## config.mk

```make
export PLATFORM = sky130hd
export DESIGN_NAME = restriction_site_scanner
export DESIGN_NICKNAME = d
export VERILOG_FILES = /design/src/sv/rss_pkg.sv /design/src/sv/restriction_site_scanner.sv /design/src/sv/rss_core.sv /design/src/sv/rss_result.sv
export SDC_FILE = /design/constraint.sdc
export NUM_CORES = 1
export LEC_CHECK = 0
export CORE_MARGIN = 10
export CORE_UTILIZATION = 59
export DETAILED_ROUTE_END_ITERATION = 8
export DONT_BUFFER_PORTS = 1
export HOLD_SLACK_MARGIN = 0.08
export PLACE_DENSITY = 0.81
export SYNTH_ARGS = -nofsm -noshare
export SYNTH_HDL_FRONTEND = slang
export SYNTH_HIERARCHICAL = 1
export SYNTH_SLANG_ARGS = --single-unit
```

## constraint.sdc

```tcl
create_clock -name clk_i -period 8.7 [get_ports clk_i]
set_input_delay 0.87 -clock clk_i [delete_from_list [all_inputs] [get_ports clk_i]]
set_output_delay 0.87 -clock clk_i [all_outputs]
set_load 0.02 [all_outputs]
```

## src/sv/rss_pkg.sv

```systemverilog
// ----------------------------------------------------------------------------
// rss_pkg
// Shared constants and types for the restriction site scanner.
// ----------------------------------------------------------------------------
package rss_pkg;

  // Default sizing
  localparam int unsigned DefMaxSeqLen    = 16777216;
  localparam int unsigned DefMaxSiteBases = 32;

  // Configuration register file
  localparam int unsigned PatternW = 64;
  localparam int unsigned LengthW  = 6;
  localparam int unsigned CfgIdxW  = 1;

  localparam logic [CfgIdxW-1:0] RegSitePattern = 1'b0;
  localparam logic [CfgIdxW-1:0] RegSiteLength  = 1'b1;

  localparam logic [LengthW-1:0] SiteLengthRst = 6'd4;

  // Input payload
  localparam int unsigned BaseW     = 2;
  localparam int unsigned InTdataW  = 8;

  // Up to three boundaries come out of one base
  localparam int unsigned NumSlots = 3;

  // Control side of one result bundle
  typedef struct packed {
    logic [1:0] count;    // number of boundaries in the bundle
    logic       has_end;  // bundle closes the sequence
  } rss_bundle_ctl_t;

endpackage

```

## src/sv/restriction_site_scanner.sv

```systemverilog
// ----------------------------------------------------------------------------
// restriction_site_scanner
// Streams 2-bit DNA bases and reports cut boundaries: 0, every start of the
// configured site (not on the last base), then sequence length and length+1.
// ----------------------------------------------------------------------------
//  channel  | direction | contents
//  s_axis   | in        | tdata[1:0] base, tlast last_of_sequence
//  m_axis   | out       | tdata boundary_offset, tlast last
//  cfg      | in        | index 0 site_pattern, index 1 site_length
//
//  A base waits in the input register, then its boundaries load into the
//  result register; a new base is taken every cycle unless the result
//  register is busy. A base with several boundaries holds the result register
//  until each has gone out on the single output port; bases without one pass
//  freely. Reset clears the window, counter and handshake state and sets the
//  config registers to their defaults; the data registers are not reset.
// ----------------------------------------------------------------------------
module restriction_site_scanner import rss_pkg::*; #(
  parameter int unsigned MAX_SEQ_LEN    = DefMaxSeqLen,
  parameter int unsigned MAX_SITE_BASES = DefMaxSiteBases,
  localparam int unsigned CntW     = $clog2(MAX_SEQ_LEN + 1),
  localparam int unsigned OffW     = $clog2(MAX_SEQ_LEN + 2),
  localparam int unsigned OutTdataW = ((OffW + 7) / 8) * 8
) (
  input  logic                  clk_i,
  input  logic                  rst_ni,
  // Input stream
  input  logic                  s_axis_tvalid_i,
  output logic                  s_axis_tready_o,
  input  logic [InTdataW-1:0]   s_axis_tdata_i,   // [1:0] base
  input  logic                  s_axis_tlast_i,
  // Output stream
  output logic                  m_axis_tvalid_o,
  input  logic                  m_axis_tready_i,
  output logic [OutTdataW-1:0]  m_axis_tdata_o,   // [OffW-1:0] boundary_offset
  output logic                  m_axis_tlast_o,
  // Configuration writes
  input  logic                  cfg_valid_i,
  output logic                  cfg_ready_o,
  input  logic [CfgIdxW-1:0]    cfg_index_i,
  input  logic [PatternW-1:0]   cfg_data_i
);

  logic [PatternW-1:0]           site_pattern_q;
  logic [LengthW-1:0]            site_length_q;
  logic                          in_valid_q;
  logic [BaseW-1:0]              in_base_q;
  logic                          in_last_q;
  logic                          advance, load, res_free, in_xfer;
  rss_bundle_ctl_t               bundle_ctl;
  logic [NumSlots-1:0][OffW-1:0] bundle_off;
  logic [OffW-1:0]               out_off;

  // Configuration registers
  assign cfg_ready_o = 1'b1;

  always_ff @(posedge clk_i or negedge rst_ni) begin
    if (!rst_ni) begin
      site_pattern_q <= '0;
      site_length_q  <= SiteLengthRst;
    end else if (cfg_valid_i && cfg_ready_o) begin
      case (cfg_index_i)
        RegSitePattern: site_pattern_q <= cfg_data_i;
        RegSiteLength:  site_length_q  <= cfg_data_i[LengthW-1:0];
        default: ;
      endcase
    end
  end

  // Input register; a base moves on when its bundle is empty or fits
  assign advance         = in_valid_q && ((bundle_ctl.count == 2'd0) || res_free);
  assign load            = advance && (bundle_ctl.count != 2'd0);
  assign s_axis_tready_o = !in_valid_q || advance;
  assign in_xfer         = s_axis_tvalid_i && s_axis_tready_o;

  always_ff @(posedge clk_i or negedge rst_ni) begin
    if (!rst_ni) begin
      in_valid_q <= 1'b0;
    end else if (s_axis_tready_o) begin
      in_valid_q <= s_axis_tvalid_i;
    end
  end

  always_ff @(posedge clk_i) begin
    if (in_xfer) begin
      in_base_q <= s_axis_tdata_i[BaseW-1:0];
      in_last_q <= s_axis_tlast_i;
    end
  end

  rss_core #(
    .MAX_SEQ_LEN    (MAX_SEQ_LEN),
    .MAX_SITE_BASES (MAX_SITE_BASES),
    .CNT_W          (CntW),
    .OFF_W          (OffW)
  ) u_core (
    .clk_i          (clk_i),
    .rst_ni         (rst_ni),
    .site_pattern_i (site_pattern_q),
    .site_length_i  (site_length_q),
    .base_i         (in_base_q),
    .last_i         (in_last_q),
    .advance_i      (advance),
    .ctl_o          (bundle_ctl),
    .slot_off_o     (bundle_off)
  );

  rss_result #(
    .OFF_W (OffW)
  ) u_result (
    .clk_i      (clk_i),
    .rst_ni     (rst_ni),
    .load_i     (load),
    .ctl_i      (bundle_ctl),
    .slot_off_i (bundle_off),
    .free_o     (res_free),
    .valid_o    (m_axis_tvalid_o),
    .ready_i    (m_axis_tready_i),
    .off_o      (out_off),
    .last_o     (m_axis_tlast_o)
  );

  assign m_axis_tdata_o = OutTdataW'(out_off);

endmodule

```

## src/sv/rss_core.sv

```systemverilog
// ----------------------------------------------------------------------------
// rss_core
// Rolling base window, position counter and site compare. Builds the
// boundary bundle for the base held in the input register.
// ----------------------------------------------------------------------------
module rss_core import rss_pkg::*; #(
  parameter int unsigned MAX_SEQ_LEN    = DefMaxSeqLen,
  parameter int unsigned MAX_SITE_BASES = DefMaxSiteBases,
  parameter int unsigned CNT_W          = $clog2(MAX_SEQ_LEN + 1),
  parameter int unsigned OFF_W          = $clog2(MAX_SEQ_LEN + 2)
) (
  input  logic                             clk_i,
  input  logic                             rst_ni,
  input  logic [PatternW-1:0]              site_pattern_i,
  input  logic [LengthW-1:0]               site_length_i,
  input  logic [BaseW-1:0]                 base_i,
  input  logic                             last_i,
  input  logic                             advance_i,
  output rss_bundle_ctl_t                  ctl_o,
  output logic [NumSlots-1:0][OFF_W-1:0]   slot_off_o
);

  localparam int unsigned WinW = 2 * MAX_SITE_BASES;
  localparam logic [CNT_W-1:0] Lim = CNT_W'(MAX_SEQ_LEN);

  logic [WinW-1:0]    win_q, win_d, win_next;
  logic [CNT_W-1:0]   pos_q, pos_d;
  logic [LengthW-1:0] eff_len;
  logic               is_first, site_hit, bits_ok, upper_ok, pos_ok;
  logic [OFF_W-1:0]   hit_off, len, len_p1;

  // Effective site length: 0 acts as 1, clamp at the window size
  always_comb begin
    if (site_length_i == '0) begin
      eff_len = LengthW'(1);
    end else if (32'(site_length_i) > MAX_SITE_BASES) begin
      eff_len = LengthW'(MAX_SITE_BASES);
    end else begin
      eff_len = site_length_i;
    end
  end

  assign win_next = (win_q << 2) | WinW'(base_i);

  // Masked compare; pattern bits above the site must be clear
  always_comb begin
    bits_ok = 1'b1;
    for (int i = 0; i < WinW; i++) begin
      if (32'(i) < 2 * 32'(eff_len)) begin
        if (win_next[i] != site_pattern_i[i]) bits_ok = 1'b0;
      end else begin
        if (site_pattern_i[i]) bits_ok = 1'b0;
      end
    end
  end

  assign upper_ok = (site_pattern_i >> WinW) == '0;
  assign pos_ok   = (pos_q < Lim) && (32'(pos_q) >= 32'(eff_len));
  assign site_hit = !last_i && pos_ok && bits_ok && upper_ok;
  assign is_first = (pos_q == '0);

  assign hit_off = OFF_W'(32'(pos_q) + 32'd1 - 32'(eff_len));
  assign len     = (pos_q == Lim) ? OFF_W'(Lim) : OFF_W'(32'(pos_q) + 32'd1);
  assign len_p1  = OFF_W'(32'(len) + 32'd1);

  // Bundle layout in delivery order
  always_comb begin
    ctl_o.has_end = last_i;
    if (is_first) begin
      ctl_o.count   = last_i ? 2'd3 : 2'd1;
      slot_off_o[0] = '0;
      slot_off_o[1] = len;
    end else begin
      ctl_o.count   = site_hit ? 2'd1 : (last_i ? 2'd2 : 2'd0);
      slot_off_o[0] = site_hit ? hit_off : len;
      slot_off_o[1] = len_p1;
    end
    slot_off_o[2] = len_p1;
  end

  // State update when the base leaves the input register
  always_comb begin
    win_d = win_q;
    pos_d = pos_q;
    if (advance_i) begin
      if (last_i) begin
        win_d = '0;
        pos_d = '0;
      end else begin
        win_d = win_next;
        if (pos_q < Lim) pos_d = pos_q + CNT_W'(1);
      end
    end
  end

  always_ff @(posedge clk_i or negedge rst_ni) begin
    if (!rst_ni) begin
      win_q <= '0;
      pos_q <= '0;
    end else begin
      win_q <= win_d;
      pos_q <= pos_d;
    end
  end

endmodule

```

## src/sv/rss_result.sv

```systemverilog
// ----------------------------------------------------------------------------
// rss_result
// Result register: holds one boundary bundle and hands it out one
// boundary per transfer.
// ----------------------------------------------------------------------------
module rss_result import rss_pkg::*; #(
  parameter int unsigned OFF_W = 25
) (
  input  logic                           clk_i,
  input  logic                           rst_ni,
  input  logic                           load_i,
  input  rss_bundle_ctl_t                ctl_i,
  input  logic [NumSlots-1:0][OFF_W-1:0] slot_off_i,
  output logic                           free_o,
  output logic                           valid_o,
  input  logic                           ready_i,
  output logic [OFF_W-1:0]               off_o,
  output logic                           last_o
);

  logic                           valid_q, valid_d;
  logic [1:0]                     idx_q, idx_d;
  rss_bundle_ctl_t                ctl_q;
  logic [NumSlots-1:0][OFF_W-1:0] slot_q;
  logic                           final_slot;

  assign final_slot = (idx_q == ctl_q.count - 2'd1);
  assign free_o     = !valid_q || (ready_i && final_slot);

  always_comb begin
    valid_d = valid_q;
    idx_d   = idx_q;
    if (load_i) begin
      valid_d = 1'b1;
      idx_d   = '0;
    end else if (valid_q && ready_i) begin
      if (final_slot) begin
        valid_d = 1'b0;
      end else begin
        idx_d = idx_q + 2'd1;
      end
    end
  end

  always_ff @(posedge clk_i or negedge rst_ni) begin
    if (!rst_ni) begin
      valid_q <= 1'b0;
      idx_q   <= '0;
      ctl_q   <= '0;
    end else begin
      valid_q <= valid_d;
      idx_q   <= idx_d;
      if (load_i) ctl_q <= ctl_i;
    end
  end

  // Payload, no reset
  always_ff @(posedge clk_i) begin
    if (load_i) slot_q <= slot_off_i;
  end

  // Output select
  always_comb begin
    case (idx_q)
      2'd0:    off_o = slot_q[0];
      2'd1:    off_o = slot_q[1];
      default: off_o = slot_q[2];
    endcase
  end

  assign valid_o = valid_q;
  assign last_o  = ctl_q.has_end && final_slot;

endmodule

```

# Word-level counts from Yosys, hierarchy flattened
# Cells that the tools add are included.
# Widths: inputs -> output; s select.
op_classes:
  n_addsub: 6
  multipliers: 0
  n_div: 0
  order_cmp: 67
  eq_ne: 68
  shift: 0
  muxes: 211
  bitwise_logic: 2
  reduce_logical: 28
op_table:
  columns: ["operator", "count"]
  rows:
  - ["$lt 6x7->1 const A", 32]
  - ["$mux 1", 195]
  - ["$lt 5x7->1 const A", 16]
  - ["$mux 25", 4]
  - ["$add 25x1->25 const B", 3]
  - ["$ne 1x1->1", 64]
  - ["$or 64x2->64", 1]
  - ["$mux 62", 1]
  - ["$lt 4x7->1 const A", 8]
  - ["$mux 50", 1]
  - ["$pmux 25 s2", 1]
  - ["$lt 3x7->1 const A", 4]
  - ["$eq 25x25->1 const B", 1]
  - ["$ge 25x6->1", 1]
  - ["$logic_not 25->1", 1]
  - ["$lt 25x25->1 const B", 1]
  - ["$sub 25x6->25", 1]
  - ["$lt 1x7->1 const A", 2]
  - ["$lt 2x7->1 const A", 2]
  - ["$mux 2", 7]
  - ["$mux 6", 2]
  - ["$reduce_and 2->1", 5]
  - ["$logic_and 1x1->1", 9]
  - ["$reduce_bool 2->1", 4]
  - ["11 further kinds", 16]
totals:
  reg_bits: 242
  latch_bits: 0
  ramBits: 0
  mem_bits_ro: 0
  inputBits: 79
  output_inout_bits: 36
  word_cells: 396
  mem_count: 0

# Logic depth before layout (Yosys ltp)
# Gate-level depths: netlist of run 1.
depth:
  ltp_word: 140
  mapped_depth: 20

# Cells and area by module
# The synthesis of run 1 kept the hierarchy.
modules_own_cells:
  columns: ["mod", "instances", "cells_per_inst", "area_per_inst_um2"]
  rows:
  - ["rss_core", 1, 1003, 7937.6]
  - ["restriction_site_scanner", 1, 169, 3151.8]
  - ["rss_result", 1, 188, 2996.6]

# Least setup slack after synthesis of run 1
# Ideal clock, no wire load.
synth_timing:
  kind: "register to register"
  start: "register site_length_q[4]"
  end: "register u_result/ctl_q[0] in the netlist's numbering"
  t_arrival_ns: 4.730
  slack_ns: 3.846
  path_stages_with_launch: 17
  n_path_buf: 3
  synth_period_minus_slack_ns: 4.854
  cell_sequence: "dfrtp_1 > buf_4 > clkbuf_1 > nor2_1 > a21oi_1 > nor2_1 > ha_1 > nand2b_1 > a21oi_1 > a2111oi_0 > o211ai_1 > nand4_1 > nand4b_1 > o21ai_0 > o211a_1 > clkbuf_1 > mux2_2"
synth_rtl:
  columns: ["item", "line_no", "rtl"]
  rows:
  - ["from (decl)", "restriction_site_scanner.sv:45", "logic [LengthW-1:0] site_length_q;"]
  - ["from (signal assigned)", "restriction_site_scanner.sv:60", "site_length_q <= SiteLengthRst;"]
  - ["from (signal assigned)", "restriction_site_scanner.sv:64", "RegSiteLength: site_length_q <= cfg_data_i[LengthW-1:0];"]
  - ["to (signal assigned)", "rss_result.sv:53", "if (load_i) ctl_q <= ctl_i;"]
  - ["to (decl)", "rss_result.sv:23", "rss_bundle_ctl_t ctl_q;"]

==> results of run 1 <==
==> power groups by stage <==
| stage | registers (W) | clock network [W] | logic, W |
|---|---|---|---|
| finish | 0.00162 | 0.00112 | 0.00132 |
| global route | 0.00164 | 0.00118 | 0.00144 |
| CTS | 0.00162 | 0.00113 | 0.00132 |
| detailed placement | 0.00164 | 0 | 0.00129 |
| global placement | 0.00162 | 0 | 0.00125 |
| floorplan | 0.00158 | 0 | 0.00105 |
==> critical path, cell delays in order, from the launching register on <==
cell,delay (ps)
dfrtp_1,440
buf_4,350
clkinv_1,430
nand2_1,310
ha_1,270
nand2_1,60
a21oi_1,40
a2111oi_0,490
o211ai_1,270
nand4_1,160
nand4b_1,300
o21ai_0,240
o21ba_2,290
nor2b_4,110
buf_4,420
nand2_1,670
a31oi_1,360
o21ai_0,110
o31ai_1,100
==> per-stage QoR <==
step                cell area, um^2  setup slack (ps)  util, %  power (W)  cells
finish                        15030              3127    64.02   0.004056   1664
global route                  15030              2716    64.02   0.004272   1664
CTS                           15030              3333    64.02   0.004068   1664
detailed placement            14130              3373    60.19   0.002926   1615
global placement              14130              3534    60.19   0.002880   1615
floorplan                     14110              3846        -   0.002625   1366
==> logic make-up after synthesis <==
| kind of cell | Yosys count | synth area share, % |
|---|---|---|
| and+or+nand+nor | 441 | 18.05 |
| xor gates and xnor gates | 107 | 6.653 |
| AOI/OAI and AO/OA | 281 | 12.66 |
| adders and majority gates | 18 | 1.652 |
| buffers and inverters | 172 | 5.978 |
| muxes | 97 | 9.185 |
| DFF | 242 | 45.77 |
| other | 2 | 0.05332 |
==> how the worst max path moves through the flow <==
stage | from | end | slack, ps | cells after the start
after detailed placement | site_length_q[5] | u_core/pos_q[21] | 3370 | 18
final | site_length_q[5] | u_core/pos_q[21] | 3130 | 18
after CTS | site_length_q[5] | u_core/pos_q[21] | 3330 | 18
after global placement | site_length_q[5] | u_core/pos_q[21] | 3530 | 18
after global routing | site_length_q[3] | u_core/pos_q[21] | 2720 | 19
after floorplan | site_length_q[4] | u_result/ctl_q[0] | 3850 | 16
==> routing by layer <==
| metal | up-vias | GRT usage [%] |
|---|---|---|
| li1 | 4777 | - |
| met1 | 5026 | 27.58 |
| met2 | 409 | 36.36 |
| met3 | 60 | 4.074 |
| met4 | 0 | 5.828 |
| met5 | - | 0 |
==> Yosys cell counts, types with 7 or more instances <==
cell type / number
xor2_1: 40
nand3_1: 27
a31oi_1: 14
xnor2_1: 67
and4_1: 8
mux2_4: 61
and2_1: 8
nor3_2: 15
nor4_1: 14
or3_1: 8
and3_1: 12
ha_1: 17
dfrtp_1: 163
o31ai_1: 9
inv_1: 85
nand3b_1: 62
nor3_1: 13
mux2_2: 14
buf_4: 11
nor2_1: 45
buf_2: 21
buf_12: 7
buf_1: 7
a21oi_1: 32
nor2b_1: 7
mux2i_1: 22
nand2_1: 146
edfxtp_1: 78
clkbuf_1: 38
o21ai_0: 129
nand4_1: 20
a22oi_1: 27
nor4bb_1: 8
nand2b_1: 10
==> registers in the layout, indices dropped and copies added, names as in the netlist <==
name              count
u_result/idx_q        2
u_core/win_q         62
in_valid_q            1
in_last_q             1
u_result/ctl_q        3
site_length_q         6
u_core/pos_q         25
site_pattern_q       64
u_result/slot_q      75
in_base_q             2
u_result/valid_o      1
==> layout make-up <==
class,count,area share (%)
timing repair buffer,17,0.9825
sequential,242,42.91
clock inverter,13,0.6994
multi-input combinational,952,45.50
tap,319,2.656
inverter,86,2.148
clock buffer,35,5.104
==> qor.csv, run 1 <==
metric,value,unit
antenna-violating nets left,0,
GRT overflow,0,
Crit Path Max Fanout,57,
Clk pwr share,27.6,%
Storage cell area,0.006447,mm^2
Comb power frac,32.5,%
CTS tree,built,
post-DP HPWL,23.20,mm
Synth Cell Area,0.01409,mm^2
Residual DRC,0,
Fin Clk Skew,13.10,ps
met1 WL,14.03,mm
ANT cells,0,
Post-CTS Setup Bufs,0,
R2R Setup Slk,3130,ps
Sink Count,242,
wire per inst,20.47,um
largest net degree at the start of global routing,164,
htree depth,1,
Post-Synthesis Mean Instance Area,10.36,um^2
internal power,0.002527,W
sequential share of the synthesized area,45.77,%
top cell type's share of synthesized area,28.96,%
GPL Wtd Cong,0.9446,
Routed WL,34.06,mm
drt via density,6.173,
filler instances,1836,
drt first-iter violations,1074,
"FFs w/ async S/R, synth",67.77,%
met2 WL,16.72,mm
Final nets,1422,
worst vdd ir,0.1698,mV
initial antenna violation count,0,
Root Buffer,clkbuf_16,
pwr dens,269.9,mW/mm^2
highest routed layer,met4,
worst hold path class,in -> async,
Synth Flop Type,dfrtp_1,
clock slew at reported path FFs,60,ps
first-pass GRT wire length,54.27,mm
Yosys reg bits,242,
Synth area leaders,"dfrtp_1 (29%), edfxtp_1 (17%), mux2_4 (6.5%)",
clock insertion delay at the later pin of the skew report,540,ps
Pleak,5.871,nW
chip width,174.5,um
Core Box Area,0.02347,mm^2
Post-synth EDFFs,78,
Buffers on Ports,0,
clock buffer depth,3,
Switching Fraction,37.70,%
arrival time worst endpoint,6000,ps
critical path launch point type,register,
Syn. warnings,6,
Num CTS Buffers,26,
Max-Cap Viols,0,
Max transition margin,22.25,%
Synth area leader,dfrtp_1,
fmax,0.1795,GHz
Slew Limit Fails,0,
Die Span Y,174.5,um
Post-CTS Resized,0,
final setup violating endpoints,0,
die area,0.03046,mm^2
min cycle time layout,5573,ps
most frequent cells in the layout,"dfrtp_1 (163), nand2_1 (146), o21ai_0 (129)",
total number of vias,10272,
Cells after Synth,1360,
I/O Pins,115,
Synth cell types,87,
final hold viol count,0,
Critical Path End Type,register,
measured slew at the worst slew-check pin,1166,ps
All-Layer GR Usage,21.47,%
CP required,9130,ps
Multi-input gate area,0.006838,mm^2
first-pass detailed-route iteration total,5,
starting density of the core,60.01,%
setup TNS,0,ps
share of cells above drive strength 1,13.53,%
status,"finished, final reports clean",
WL met3,2.511,mm
"commonest non-fill, non-tap cell in the layout",dfrtp_1,
crit path kind,reg -> reg,
Syn-to-layout area delta,6.680,%
FF-to-FF End,u_core/pos_q[21],
Seq pwr share,40.0,%
# hold bufs at CTS,1,
worst reg2reg path depth,18,
std cell rows,56,
RSZ-0062 raised after global routing,no,
WHS,169.8,ps
Reg-to-Reg Start,site_length_q[5],
number of global-route vias before repair,10037,
switching power total,0.001529,W
post-route clock period utilization,64.05,%
(Power assumes the default switching activity.)
==> inputs of run 2 (changes only) <==
--- a/config.mk
+++ b/config.mk
@@ -5,6 +5,7 @@
 export SDC_FILE = /design/constraint.sdc
 export NUM_CORES = 1
 export LEC_CHECK = 0
+export ABC_AREA = 1
 export CORE_MARGIN = 10
 export CORE_UTILIZATION = 59
 export DETAILED_ROUTE_END_ITERATION = 8
==> constraint.sdc (replaced) <==
create_clock -name clk_i -period 5.8 [get_ports clk_i]
set_input_delay 0.58 -clock clk_i [delete_from_list [all_inputs] [get_ports clk_i]]
set_output_delay 0.58 -clock clk_i [all_outputs]
set_load 0.02 [all_outputs]
==> run 2 against run 1 <==
Effect of this change:
- critical path depth increased by 4
- sequential power increased by 48%
- wire length up 18%
- critical path type is now reg -> out
- critical endpoint is now s_axis_tready_o
==> qor.csv, run 2 <==
metric,value,unit
status,"finished, final reports clean",
Num CTS Buffers,26,
std cell rows,57,
I/O Pins,115,
Sink Count,242,
Cells after Synth,1840,
Seq pwr share,37.9,%
initial antenna violation count,0,
Routed WL,40.20,mm
CP Cell Sequence,"nor2_1, nand3_2, nand2_1, nand2_1, inv_1, ha_1, nand2_1, nor2_1, nand2_1, nand3_1, nor2_1, nand2_1, nand3_1, nor3_1, nand4_1, nor2_1, nand3_1, buf_4, nand2_1, inv_1, nand2_1, nand3_1",
Storage cell area,0.006447,mm^2
Synth Flop Type,dfrtp_1,
die area,0.03112,mm^2
"Slowest-stage cell, CP",dfstp_2,
Simple-Gate Fraction of Synth Area,31.72,%
min cycle time layout,4588,ps
Critical Path End Type,output port,
max FFs per register,75,
"slowest stage delay, CP",610,ps
Comb power frac,36.4,%
Reg-to-Reg Start,site_length_q[2],
share of cells above drive strength 1,7.030,%
"commonest non-fill, non-tap cell in the layout",nand2_1,
first-pass GRT wire length,63.65,mm
Synth Cell Area,0.01444,mm^2
Syn. warnings,6,
total number of vias,12316,
Adder-Cell Fraction of Synth Area,1.612,%
Fin Clk Skew,11.66,ps
Syn-to-layout area delta,6.371,%
htree depth,1,
utilization of the core after routing,63.51,%
worst vdd ir,0.2575,mV
"FFs w/ async S/R, synth",67.77,%
ANT cells,0,
commonest cells in the synthesized netlist,"nand2_1 (565), inv_1 (200), nor2_1 (166), dfrtp_1 (163), nand3_1 (140)",
post-DP HPWL,29.98,mm
starting density of the core,59.71,%
critical path launch point type,register,
worst hold path class,in -> async,
Switching Fraction,40.61,%
All-Layer GR Usage,25.58,%
Largest regs,"u_result/slot_q x75, site_pattern_q x64, u_core/win_q x62",
largest family of logic cells by synthesized area,simple AND/OR/NAND/NOR gates,
clock insertion delay at the later pin of the skew report,540,ps
sequential share of the synthesized area,44.66,%
Die Span Y,176.4,um
most frequent cells in the layout,"nand2_1 (565), inv_1 (200), nor2_1 (166)",
Synth area leaders,"dfrtp_1 (28%), edfxtp_1 (16%), nand2_1 (15%)",
WHS,60.54,ps
filler instances,2127,
Root Buffer,clkbuf_16,
clock buffer depth,3,
Max-Cap Viols,0,
internal power,0.003769,W
GPL Wtd Cong,0.9936,
CP required,5220,ps
clock slew at reported path FFs,60,ps
antenna-violating nets left,0,
FF-to-FF End,u_core/pos_q[3],
drt first-iter violations,1030,
crit path kind,reg -> out,
Synth Area in Compound Gates,7.688,%
RSZ-0062 raised after global routing,no,
"Top cell by count, worst path",nand2_1,
Residual DRC,0,
Reg with most FFs,u_result/slot_q,
mux contribution to synthesized area,0,%
worst reg2reg path depth,28,
R2R Setup Slk,1220,ps
final hold viol count,0,
Buffers on Ports,0,
Yosys reg bits,242,
arrival time worst endpoint,4010,ps
Post-synth EDFFs,78,
number of global-route vias before repair,12106,
pwr dens,413.4,mW/mm^2
first-pass detailed-route iteration total,5,
top cell type's share of synthesized area,28.26,%
Multi-input gate area,0.006748,mm^2
Pleak,7.199,nW
final setup violating endpoints,0,
GRT overflow,0,
measured slew at the worst slew-check pin,967.0,ps
CTS tree,built,
"count leader, synth",nand2_1,
wire per inst,18.62,um
Clk pwr share,25.8,%
largest net degree at the start of global routing,165,
Post-Synth XOR/XNOR Area,5.400,%
Synth cell types,52,
chip width,176.4,um
Core Box Area,0.02418,mm^2
Max transition margin,35.34,%
Final nets,1912,
Synth area leader,dfrtp_1,
Post-Synthesis Mean Instance Area,7.845,um^2
fmax,0.2179,GHz
Crit Path Max Fanout,14,
setup TNS,0,ps
switching power total,0.002578,W
post-route clock period utilization,79.11,%
drt via density,5.704,
Slew Limit Fails,0,
## run 2: changes by cell type after synthesis, sizes merged, moves of 22 or more
cell and delta:
xor2 +35, nand4 +32, inv +129, o21ai -84, nand3 +126, xnor2 -53, nor2 +130, nand3b -40
mux2i -22, nand2 +438, mux2 -75, o22ai +81
## run 2: layer usage
metal  global-route usage, %  up-vias  routed length, um
met5                       0        -                  0
met1                   29.49     5783              15300
met2                   45.40      447              20260
met3                   3.182      125               2434
li1                        -     5961                  -
met4                   14.01        0               2203
## run 2: worst max path at each step
stage                     slack [ps]           endpoint        startpoint  cells after the start
after floorplan                  580  u_result/idx_q[0]  site_length_q[2]                     27
after global placement          1460   u_core/pos_q[23]  site_length_q[2]                     28
after detailed placement        1280   u_core/pos_q[13]  site_length_q[2]                     28
after CTS                       1210    s_axis_tready_o  site_length_q[2]                     22
after global routing             830    u_core/pos_q[3]  site_length_q[2]                     28
final                           1210    s_axis_tready_o  site_length_q[2]                     22
## run 2: stage by stage
step	instance area, um^2	std cells	worst slack (ps)	power, W
after global routing	15350	2159	834.5	0.006727
after global placement	14490	2110	1465	0.004650
after CTS	15350	2159	1207	0.006369
final	15350	2159	1212	0.006347
after floorplan	14460	1846	581.8	0.004157
after detailed placement	14490	2110	1285	0.004707
## run 2: logic make-up (layout without fill, tap and decap cells)
group | count (synthesis) | in the layout
AOI/OAI and AO/OA | 180 | 180
xor gates and xnor gates | 89 | 89
adders and majority gates | 18 | 18
buffers and inverters | 283 | 272
DFF | 242 | 242
other | 2 | 8
and+or+nand+nor | 1026 | 1026
## run 2: timing repair
item,4_1_cts,5_1_grt
setup endpoints to repair,0,0
buffers inserted,0,0
gates resized for setup,0,0
hold buffers,1,0
hold endpoints to repair,164,0
## run 2: worst max-delay path: cells and delay by family (launching register included)
family | cells | cell delay, ps
fa+ha+maj | 1 | 330
buf+inv | 3 | 390
flops | 1 | 610
simple gates | 18 | 2140
## run 2: power by group through the flow
stage               registers [W]  logic (W)  clock network [W]
floorplan                 0.00239    0.00177                  0
global placement          0.00242    0.00223                  0
detailed placement        0.00243    0.00227                  0
CTS                       0.00240    0.00231            0.00166
global route              0.00244    0.00255            0.00174
finish                    0.00240    0.00231            0.00163
## run 2: layout make-up
class                      count  share of cell area [%]
sequential                   242                   41.99
tap                          324                   2.640
multi-input combinational   1321                   43.95
timing repair buffer           9                  0.6519
inverter                     215                   5.288
clock buffer                  37                   4.905
clock inverter                11                  0.5786
==> inputs of run 3 (changes only) <==
--- a/config.mk
+++ b/config.mk
@@ -7,11 +7,11 @@
 export LEC_CHECK = 0
 export ABC_AREA = 1
 export CORE_MARGIN = 10
-export CORE_UTILIZATION = 59
+export CORE_UTILIZATION = 58
 export DETAILED_ROUTE_END_ITERATION = 8
 export DONT_BUFFER_PORTS = 1
 export HOLD_SLACK_MARGIN = 0.08
-export PLACE_DENSITY = 0.81
+export PLACE_DENSITY = 0.82
 export SYNTH_ARGS = -nofsm -noshare
 export SYNTH_HDL_FRONTEND = slang
 export SYNTH_HIERARCHICAL = 1
==> constraint.sdc (replaced) <==
create_clock -name clk_i -period 4.1 [get_ports clk_i]
set_input_delay 0.41 -clock clk_i [delete_from_list [all_inputs] [get_ports clk_i]]
set_output_delay 0.41 -clock clk_i [all_outputs]
set_load 0.02 [all_outputs]
==> run 3 against run 2 <==
Effect of this change:
- highest routed layer unchanged
- clock power increased by 57%
- hold slack got worse by 480 ps
- wire length increased by 11%
- clock skew increased by 14 ps
- register-to-register slack got worse by 940 ps
- the flow now finishes with violations (negative hold slack)
- total power increased by 51%
- largest power group is now combinational logic
- via count increased by 9.0%
- critical path type unchanged
- sequential cell count unchanged
==> qor.csv, run 3 (synthesis gave the netlist of run 2 again) <==
metric,value,unit
WHS,-423.3,ps
crit path kind,reg -> out,
Residual DRC,0,
drt first-iter violations,1469,
wire per inst,19.29,um
most frequent cells in the layout,"nand2_1 (562), inv_1 (200), nor2_1 (164)",
Slew Limit Fails,0,
clock slew at reported path FFs,60,ps
crit path from,site_length_q[2],
Root Buffer,clkbuf_16,
pwr dens,564.9,mW/mm^2
worst hold path class,in -> async,
antenna-violating nets left,0,
setup ws final,206.6,ps
Storage cell area,0.006450,mm^2
Die Span Y,177.8,um
post-route cell area,0.01698,mm^2
Routed WL,44.59,mm
fmax,0.2568,GHz
Critical Path End Type,output port,
post-place setup slack,205.2,ps
max FFs per register,75,
std cell rows,57,
Largest regs,"u_result/slot_q x75, site_pattern_q x64, u_core/win_q x62",
arrival time worst endpoint,3480,ps
Num CTS Buffers,26,
final hold viol count,164,
Syn-to-layout area delta,17.61,%
Buffers on Ports,0,
post-route clock period utilization,94.96,%
post-DP HPWL,31.16,mm
GRT overflow,0,
Reg-to-Reg Start,u_core/pos_q[0],
filler instances,1876,
measured slew at the worst slew-check pin,825.0,ps
clock buffer depth,3,
die area,0.03160,mm^2
Core Box Area,0.02439,mm^2
Reg with most FFs,u_result/slot_q,
# hold bufs at CTS,125,
final setup violating endpoints,0,
Crit Path Max Fanout,3,
Sink Count,242,
CTS tree,built,
status,finished with violations,
first-pass GRT wire length,69.69,mm
R2R Setup Slk,280,ps
Max transition margin,45.00,%
first-pass detailed-route iteration total,6,
worst vdd ir,0.4450,mV
total number of vias,13419,
Fin Clk Skew,25.48,ps
Max-Cap Viols,0,
Pleak,7.782,nW
I/O Pins,115,
number of global-route vias before repair,13004,
Post-CTS Setup Bufs,0,
Multi-input gate area,0.006809,mm^2
failing checks,negative hold slack,
Final nets,2065,
"commonest non-fill, non-tap cell in the layout",nand2_1,
Placed Area,0.01474,mm^2
CP required,3690,ps
largest net degree at the start of global routing,165,
clock insertion delay at the later pin of the skew report,550,ps
worst reg2reg path depth,22,
"non-filler cells, final",2312,
GPL Wtd Cong,1.030,
starting density of the core,59.18,%
drt via density,5.804,
share of cells above drive strength 1,8.652,%
Placed Instances,2139,
min cycle time layout,3893,ps
chip width,177.8,um
critical path launch point type,register,
FF-to-FF End,u_result/slot_q[20],
ANT cells,0,
All-Layer GR Usage,27.73,%
Tot Pwr,0.009591,W
htree depth,1,
initial antenna violation count,0,
Worst setup endpoint,s_axis_tready_o,
[run 3: cell count changes in the layout (fill, tap and decap cells not counted), sizes merged]
cell,change
inv,-1
bufinv,+5
buf,+28
clkbuf,-5
dlygate4sd3,+125
clkinv,+1
[run 3: how the worst min path moves through the flow]
stage | startpoint | end | slack, ps
after floorplan | rst_ni | in_valid_q | 110
after global placement | rst_ni | site_pattern_q[8] | 130
after detailed placement | rst_ni | site_pattern_q[8] | 130
after CTS | rst_ni | u_core/win_q[6] | -460
after global routing | rst_ni | u_core/win_q[6] | -450
final | rst_ni | site_pattern_q[5] | -420
[run 3: critical path, cell delays in order (launching register included)]
cell,delay [ps]
dfstp_2,530
nor2_1,50
nand3_2,120
nand2_1,120
nand2_1,100
inv_1,80
ha_4,290
nand2_1,60
nor2_1,100
nand2_1,60
nand3_1,70
nor2_1,50
nand2_1,120
nand3_1,110
nor3_2,140
nand4_1,130
nor2_2,150
nand3_2,130
nand2_2,110
inv_1,60
nand2_2,110
nand3_2,100
buf_4,170
[run 3: final cells by class]
| cell class | instances | share of cell area (%) |
|---|---|---|
| inverter | 215 | 4.783 |
| timing repair buffer | 162 | 9.301 |
| clock inverter | 16 | 1.341 |
| multi-input combinational | 1321 | 40.11 |
| clock buffer | 32 | 4.090 |
| sequential | 242 | 37.99 |
| tap | 324 | 2.388 |
[run 3: routing by layer]
| metal | up-vias | routed length (um) | GRT usage, % |
|---|---|---|---|
| li1 | 6265 | - | - |
| met1 | 6399 | 16990 | 33.81 |
| met2 | 655 | 22510 | 49.30 |
| met3 | 100 | 3504 | 3.655 |
| met4 | 0 | 1584 | 9.691 |
| met5 | - | 0 | 0 |
[run 3: metrics by stage]
step	TNS, ps	utilization [%]
5_1_grt	-27.93	69.61
3_3_place_gp	0	60.43
3_5_place_dp	0	60.43
2_1_floorplan	0	-
4_1_cts	0	69.40
6_report	0	69.61
[run 3: repair_timing]
action / in CTS / in global routing
endpoints found under the setup margin: 1 / 6
hold endpoints to repair: 236 / 164
pin swaps: 0 / 1
gates resized for setup: 3 / 12
[run 3: power by group]
group | switching [W] | internal, W
sequential | 0.000269 | 0.00313
combinational | 0.00250 | 0.00113
clock | 0.000982 | 0.00158
